===== src/hdl/bb3_pkg.sv =====
// ----------------------------------------------------------------------------
// Box blur package
// Shared constants, widths and types of the 3x3 box blur core.
// ----------------------------------------------------------------------------
`default_nettype none

package bb3_pkg;

	// Widest frame that the line stores hold.
	localparam int MAX_WIDTH = 1024;

	// Column index, effective width and pending count widths.
	localparam int COL_W  = $clog2(MAX_WIDTH);
	localparam int WEFF_W = COL_W + 1;
	localparam int PEND_W = WEFF_W + 1;

	// Row counter and configuration register widths.
	localparam int ROW_W      = 16;
	localparam int CFG_WID_W  = 11;
	localparam int CFG_HGT_W  = 16;
	localparam int CFG_DATA_W = 16;
	localparam int CFG_IDX_W  = 1;

	// Reset values of the configuration registers.
	localparam logic [CFG_WID_W-1:0] WIDTH_RESET  = CFG_WID_W'(640);
	localparam logic [CFG_HGT_W-1:0] HEIGHT_RESET = CFG_HGT_W'(480);

	// Register indexes.
	localparam logic [CFG_IDX_W-1:0] REG_IMAGE_WIDTH  = 1'b0;
	localparam logic [CFG_IDX_W-1:0] REG_IMAGE_HEIGHT = 1'b1;

	// Request kinds.
	localparam logic MODE_PIXEL = 1'b0;
	localparam logic MODE_DRAIN = 1'b1;

	// Colour channels within a pixel word (red is the top byte).
	localparam int CH_N     = 3;
	localparam int CH_RED   = 2;
	localparam int CH_GREEN = 1;
	localparam int CH_BLUE  = 0;

	// Window geometry: three columns of three rows, column major.
	localparam int WIN_N = 9;
	localparam int WIN_R = 3;

	// Reciprocal for an exact division by three of values below 2^16.
	localparam logic [15:0] DIV3_MUL = 16'hAAAB;
	localparam int          DIV3_SH  = 17;

	typedef logic [CH_N-1:0][7:0] pix_t;

	// Which neighbours fall outside the frame for the pixel being output.
	typedef struct packed {
		logic top_miss;
		logic bot_miss;
		logic left_miss;
		logic right_miss;
	} edge_t;

	// Position in the frame.
	typedef struct packed {
		logic [ROW_W-1:0] row;
		logic [COL_W-1:0] col;
	} pos_t;

endpackage

`default_nettype wire


===== src/hdl/bb3_avg.sv =====
// ----------------------------------------------------------------------------
// Box blur averaging unit
// Four-stage pipeline that sums the in-frame pixels of the window and divides
// by their count, rounding half away from zero.
// ----------------------------------------------------------------------------
`default_nettype none

module bb3_avg (
	input  wire                              clk,
	input  wire                              arst_n,
	input  wire                              start,
	input  wire bb3_pkg::pix_t [bb3_pkg::WIN_N-1:0] win,
	input  wire bb3_pkg::edge_t              edges,
	output logic                             done,
	output bb3_pkg::pix_t                    avg
);

	logic                 valid_s1, valid_s2, valid_s3, valid_s4;
	logic [9:0]           csum_s1 [bb3_pkg::CH_N][bb3_pkg::WIN_R];
	bb3_pkg::edge_t       edges_s1;
	logic [11:0]          y_s2 [bb3_pkg::CH_N];
	logic                 div3_s2, div9_s2, div9_s3;
	logic [11:0]          q_s3 [bb3_pkg::CH_N];
	bb3_pkg::pix_t        avg_s4;

	logic [9:0]           csum_c [bb3_pkg::CH_N][bb3_pkg::WIN_R];
	logic [11:0]          y_c [bb3_pkg::CH_N];
	logic [11:0]          q_c [bb3_pkg::CH_N];
	bb3_pkg::pix_t        avg_c;
	logic                 div3_c, div9_c;
	logic [1:0]           rows_c, cols_c;
	logic [3:0]           n_c;

	// Exact floor division by three through the reciprocal.
	function automatic logic [11:0] div3(input logic [11:0] v);
		logic [27:0] prod;
		prod = 28'(v) * 28'(bb3_pkg::DIV3_MUL);
		return 12'(prod >> bb3_pkg::DIV3_SH);
	endfunction

	// Stage 1: per column sums of the rows that lie inside the frame.
	always_comb begin
		for (int ch = 0; ch < bb3_pkg::CH_N; ch++) begin
			for (int c = 0; c < bb3_pkg::WIN_R; c++) begin
				csum_c[ch][c] = (edges.top_miss ? 10'd0 : 10'(win[c*bb3_pkg::WIN_R][ch]))
					+ 10'(win[c*bb3_pkg::WIN_R+1][ch])
					+ (edges.bot_miss ? 10'd0 : 10'(win[c*bb3_pkg::WIN_R+2][ch]));
			end
		end
	end

	always_ff @(posedge clk) begin
		if (start) begin
			csum_s1  <= csum_c;
			edges_s1 <= edges;
		end
	end

	// Stage 2: window total, rounding term and the power-of-two part of 2n.
	always_comb begin
		rows_c = 2'd3 - 2'(edges_s1.top_miss) - 2'(edges_s1.bot_miss);
		cols_c = 2'd3 - 2'(edges_s1.left_miss) - 2'(edges_s1.right_miss);
		n_c    = 4'(rows_c) * 4'(cols_c);
		div3_c = 1'b0;
		div9_c = 1'b0;
		for (int ch = 0; ch < bb3_pkg::CH_N; ch++) begin
			logic [11:0] total;
			logic [12:0] x;
			total = (edges_s1.left_miss ? 12'd0 : 12'(csum_s1[ch][0]))
				+ 12'(csum_s1[ch][1])
				+ (edges_s1.right_miss ? 12'd0 : 12'(csum_s1[ch][2]));
			x = {total, 1'b0} + 13'(n_c);
			case (n_c)
				4'd1:    y_c[ch] = 12'(x >> 1);
				4'd2:    y_c[ch] = 12'(x >> 2);
				4'd3:    y_c[ch] = 12'(x >> 1);
				4'd4:    y_c[ch] = 12'(x >> 3);
				4'd6:    y_c[ch] = 12'(x >> 2);
				default: y_c[ch] = 12'(x >> 1);
			endcase
		end
		case (n_c)
			4'd3:    div3_c = 1'b1;
			4'd6:    div3_c = 1'b1;
			4'd9:    begin
				div3_c = 1'b1;
				div9_c = 1'b1;
			end
			default: div3_c = 1'b0;
		endcase
	end

	always_ff @(posedge clk) begin
		if (valid_s1) begin
			y_s2    <= y_c;
			div3_s2 <= div3_c;
			div9_s2 <= div9_c;
		end
	end

	// Stage 3: first division by three where the count calls for it.
	always_comb begin
		for (int ch = 0; ch < bb3_pkg::CH_N; ch++) begin
			q_c[ch] = div3_s2 ? div3(y_s2[ch]) : y_s2[ch];
		end
	end

	always_ff @(posedge clk) begin
		if (valid_s2) begin
			q_s3    <= q_c;
			div9_s3 <= div9_s2;
		end
	end

	// Stage 4: second division by three for a full window, then the clamp.
	always_comb begin
		for (int ch = 0; ch < bb3_pkg::CH_N; ch++) begin
			logic [11:0] q;
			q = div9_s3 ? div3(q_s3[ch]) : q_s3[ch];
			avg_c[ch] = (q > 12'd255) ? 8'd255 : q[7:0];
		end
	end

	always_ff @(posedge clk) begin
		if (valid_s3) begin
			avg_s4 <= avg_c;
		end
	end

	// Stage valid chain.
	always_ff @(posedge clk or negedge arst_n) begin
		if (!arst_n) begin
			valid_s1 <= 1'b0;
			valid_s2 <= 1'b0;
			valid_s3 <= 1'b0;
			valid_s4 <= 1'b0;
		end else begin
			valid_s1 <= start;
			valid_s2 <= valid_s1;
			valid_s3 <= valid_s2;
			valid_s4 <= valid_s3;
		end
	end

	assign done = valid_s4;
	assign avg  = avg_s4;

	// A start never lands while an earlier average is still in flight.
	assert property (@(posedge clk) disable iff (!arst_n)
		start |-> !(valid_s1 || valid_s2 || valid_s3))
		else $error("averaging unit restarted while busy");

	// Each start yields exactly one result, raised on done by the last stage.
	assert property (@(posedge clk) disable iff (!arst_n)
		start |=> ##3 done)
		else $error("average did not complete on time");

	assert property (@(posedge clk) disable iff (!arst_n)
		done |-> $past(start, 4))
		else $error("average completed without a start");

endmodule

`default_nettype wire


===== config.mk =====
export PLATFORM = sky130hd
export DESIGN_NAME = bb3_avg
export DESIGN_NICKNAME = d
export VERILOG_FILES = /design/src/hdl/bb3_pkg.sv /design/src/hdl/bb3_avg.sv
export SDC_FILE = /design/constraint.sdc
export NUM_CORES = 2
export LEC_CHECK = 0
export ABC_AREA = 0
export BUFFER_PORTS_ARGS = -buffer_cell sky130_fd_sc_hd__buf_2
export CORE_MARGIN = 3
export CORE_UTILIZATION = 55
export DETAILED_ROUTE_END_ITERATION = 7
export PLACE_DENSITY = 0.74
export SYNTH_ARGS = -nofsm -noshare
export SYNTH_HDL_FRONTEND = slang
export SYNTH_SLANG_ARGS = --single-unit
export TNS_END_PERCENT = 1

===== constraint.sdc =====
create_clock -name clk -period 6.3 [get_ports clk]
set_input_delay 0.63 -clock clk [delete_from_list [all_inputs] [get_ports clk]]
set_output_delay 0.63 -clock clk [all_outputs]
set_load 0.1 [all_outputs]

==> Yosys cells after proc, flatten, opt, wreduce, memory -nomap -nowiden <==
Cells that the tools add are included.
{ "word_totals": {"output_inout_bits": 25, "elab_cells": 115, "ff_bits": 197, "latch_bits": 0, "mem_count": 0, "ram_bits": 0, "romBits": 0} }
{ "op_classes": {"div_mod_pow": 0, "n_lt_le_gt_ge": 3, "multipliers": 7, "n_eq_ne": 5, "bitwise_logic": 0, "shifts": 0, "n_reduce_logical": 2, "n_mux": 35, "addsub": 31} }
{ "op_table": {"columns": ["op", "n"], "rows": [
  ["$mul 12x16->28 const B", 6],
  ["$mux 8", 18],
  ["$add 9x8->10", 9],
  ["$add 8x8->9", 9],
  ["$pmux 12 s2", 3],
  ["$mux 10", 6],
  ["$add 13x4->13", 3],
  ["$add 11x10->12", 3],
  ["$gt 12x8->1 const B", 3],
  ["$mux 12", 3],
  ["$add 10x10->11", 3],
  ["$mux 11", 3],
  ["$eq 4x2->1 const B", 2],
  ["$eq 4x3->1 const B", 2],
  ["$eq 4x4->1 const B", 1],
  ["$mul 2x2->4", 1],
  ["$sub 2x1->2", 2],
  ["$sub 2x1->2 const A", 2],
  ["$reduce_or 3->1", 1],
  ["$mux 1", 2],
  ["$reduce_or 2->1", 1]
]} }

==> Logic depth before layout (Yosys ltp) <==
{ "logic_depth": {"ltp_word": 6, "ltp_mapped": 20, "mapped_depth_nobuf": 19} }

==> Worst setup path after synthesis <==
OpenSTA, ideal clock, no wires.
{ "synth_timing": {"path_kind": "register to register", "start": "register q_s3[32] (netlist name)", "end": "register avg_s4, in the netlist avg[7] (data pin)", "setup_slack_ns": 0.820, "arrival_time_ns": 5.219, "synth_period_minus_slack_ns": 5.480, "stages_incl_launch_ff": 20, "path_cell_list": "edfxtp_1 > ha_1 > inv_1 > fa_1 > inv_1 > fa_1 > fa_1 > inv_1 > fa_1 > inv_1 > ha_1 > a21oi_1 > o21ai_1 > or3_1 > o211a_1 > o21ai_2 > a21oi_1 > or4_4 > buf_6 > a311o_1"} }
{ "synth_via": {"elab_chain_cells": 3} }
{ "synth_lines": {"columns": ["element", "line", "source"], "rows": [
  ["start, declared", "bb3_avg.sv:23", "logic [11:0] q_s3 [bb3_pkg::CH_N];"],
  ["start signal, assigned", "bb3_avg.sv:110", "q_s3 <= q_c;"],
  ["$mul 12x16->28", "bb3_avg.sv:37", "prod = 28'(v) * 28'(bb3_pkg::DIV3_MUL);"],
  ["$mux 12 (*)", "bb3_avg.sv:119", "q = div9_s3 ? div3(q_s3[ch]) : q_s3[ch];"],
  ["$gt 12x8->1", "bb3_avg.sv:120", "avg_c[ch] = (q > 12'd255) ? 8'd255 : q[7:0];"],
  ["end signal, assigned", "bb3_avg.sv:126", "avg_s4 <= avg_c;"],
  ["end, declared", "bb3_avg.sv:24", "bb3_pkg::pix_t avg_s4;"]
]} }
Every way passes the cells marked *; elsewhere a longest branch is shown, timed or not.
A chain may end at the register's enable or synchronous reset.

==> run summary <==
TritonRoute pass-1 iters: 5
Post-Syn Nets: 4005
TritonCTS clock tree: built
Hold Vio Cnt, Final: 0
Commonest cells post-synth: 536 x ha_1, 528 x inv_1, 393 x fa_1, 221 x nor2b_1, 193 x edfxtp_1
Chip width: 240 um
DRC: 0
Root Buffer: clkbuf_16
Hold crit path type: input pin to flop
Setup bufs post-CTS: 0
Crit. Startpoint: y_s2[20]
Largest net degree at the start of global routing: 82
Final #Nets: 4243
DR vias/cell: 5.48
Max-Cap Viols: 0
Placed Area: 32200 um^2
Post-synthesis adder-cell area fraction: 48.3%
Wire length on met1: 27200 um
Crit-path slowest cell: fa_1
Starting DRT DRC Count: 903
Syn Area/Cell: 10.6 um^2
Crit Path Max Fanout: 4
CTS buffer count: 17
TritonCTS sink count: 197
Synth warnings: 0
Post-DP HPWL: 53700 um
Final period util: 92.3%
Post-synth top area share: 26.1%
Unrepaired setup endpoints after global routing: false
Filler cells: 4410
Post-synthesis register bit count: 197
CP bufs+invs: 2
Family with the most delay on the worst path: adder cells
Via Count: 20809
DR WL met2: 31000 um
Crit-path cells: ha_1, fa_1, fa_1, inv_1, fa_1, inv_1, fa_1, ha_1, a21o_1, a211oi_1, a31oi_1, o21a_1, a211oi_1, nor2b_1, a41oi_1, xnor2_1, mux2_2
Post-route setup slack: 0.484 ns
Routed WL per cell: 16.3 um
RD Place Congestion: 0.914
EDFF count, synth: 193
Worst r2r path cells: 17
Setup CP Type: flop to flop
H-tree depth: 4
Max Clock Skew: 0.0117 ns
First-pass GRT wire length: 107000 um
Crit path to: q_s3[21]
Ys async rst share: 2.03%
Fin. max-slew vios: 0
Skew-Pair Late Insertion Delay: 0.49 ns
Final setup TNS: 0 ns
Initial Util: 55.8%
Reg2Reg Setup Slack: 0.48 ns
Die Y-Extent: 240 um
Hold Crit Start: edges[0]
Netlist cell types: 78
# diodes: 0
Synth Area in Compound Gates: 9.82%
Std cell rows: 85
Count leader, synth: ha_1
Setup crit start kind: flop
Mux share of post-synthesis cell area: 1.06%
Main area contributors after synthesis: fa_1 26%, ha_1 22%, edfxtp_1 19%
Post-Syn Area: 30200 um^2
Worst-path clk slew: 0.08 ns
Top sig layer: met4
CP most frequent cell: fa_1
Placed insts: 3767
Synth Instances: 2853
Critical path arrival: 6.06 ns
Min cycle time layout: 5.82 ns
Layout cells sized above 1: 10.7%
Clock buffer depth: 2
Worst slew pin tran: 1.04 ns
IO buf count: 247
Post-Route WL: 61800 um
Top FF cell, synth: edfxtp_1
Antenna violations before repair: 0
Layout area overhead: 8.85%
GRT Resource Usage Total: 22.7%
Fmax: 172 MHz
DR WL met3: 2720 um
Reg2reg end: q_s3[21]
Io pins: 248
XOR/XNOR share of the synthesized area: 4.40%
Dpl ws: 0.520 ns
Detail Route Antenna Nets: 0
Outcome: finished clean
Final Cell Area: 32800 um^2
Core box area: 54000 um^2
CP Capture Type: flop
Die area: 57700 um^2
Slowest stage delay, CP: 0.59 ns
CP Depth: 17
Simple-Gate Fraction of Synth Area: 9.76%
Total congestion overflow: 0
Dominant cell type by area after synthesis: fa_1
# setup viols final: 0
Final Non-Filler Cells: 3799
Worst R2R Start: y_s2[20]
Register area share after synthesis: 19.5%
Largest family of logic cells by synthesized area: adder cells
Worst slew margin: 30.6%
Critical path data required time: 6.54 ns
Vias in the first global route: 23047
[routing by layer]
layer,vias up,track usage (%)
li1,10096,-
met1,10196,29.5
met2,454,40.1
met3,63,3.82
met4,0,4.95
met5,-,0
[cell families after synthesis]
| logic type | count (synthesis) |
|---|---|
| buffers and inverters | 570 |
| muxes | 29 |
| DFF | 197 |
| adders and majority gates | 929 |
| xor gates and xnor gates | 150 |
| AOI/OAI and AO/OA | 449 |
| and+or+nand+nor | 529 |
[worst min-delay path by stage]
stage | to | slack [ns] | cells after the start
after floorplan | done | 0.33 | 0
after detailed placement | done | 0.48 | 1
after global routing | edges_s1[0] | 0.29 | 1
after CTS | edges_s1[0] | 0.28 | 1
final | edges_s1[0] | 0.32 | 1
after global placement | done | 0.48 | 1
[repair_timing]
item / 4_1_cts / 5_1_grt
hold buffers: 1 / 0
gates resized for setup: 0 / 0
hold endpoints to repair: 4 / 0
[sequential cells by signal (all words and copies together), names as in the netlist, 4 cells and up]
signal / flops
csum_s1: 90
q_s3: 36
y_s2: 36
avg: 24
edges_s1: 4
[final cells by class]
class	count	area [um^2]	area share [%]
Multi-Input combinational cell	2086	22100	67.4
Tap cell	696	871	2.65
Clock inverter	14	189	0.575
Sequential cell	197	5900	18.0
Clock buffer	17	425	1.30
Inverter	529	1990	6.05
Timing Repair Buffer	260	1340	4.08
[worst reg2reg max path: cells and delay by family (launching register included)]
| kind | cells | cell delay (ns) |
|---|---|---|
| and+or+nand+nor | 1 | 0.13 |
| xor gates and xnor gates | 1 | 0.10 |
| buffers and inverters | 2 | 0.17 |
| muxes | 1 | 0.26 |
| AOI/OAI and AO/OA | 6 | 1.51 |
| DFF | 1 | 0.50 |
| adders and majority gates | 6 | 2.90 |
[through the flow]
stage	util, %	hold slack [ns]
after CTS	60.8	0.284
after detailed placement	59.6	0.476
after global placement	59.6	0.478
after floorplan	-	0.334
after global routing	60.8	0.294
final	60.8	0.317
[layout by cell type (no fill, tap or decap), drive strengths merged, types with 30 or more instances in the layout]
master / count
a21oi: 150
nor2b: 221
o21ai: 67
xnor2: 103
nand2: 74
nor2: 73
inv: 536
xor2: 46
fa: 393
edfxtp: 193
ha: 536
buf: 259
nand2b: 30
a21o: 68
Power is not shown: default switching activity piles up to over one toggle a cycle in this logic, so the estimate is an artifact.
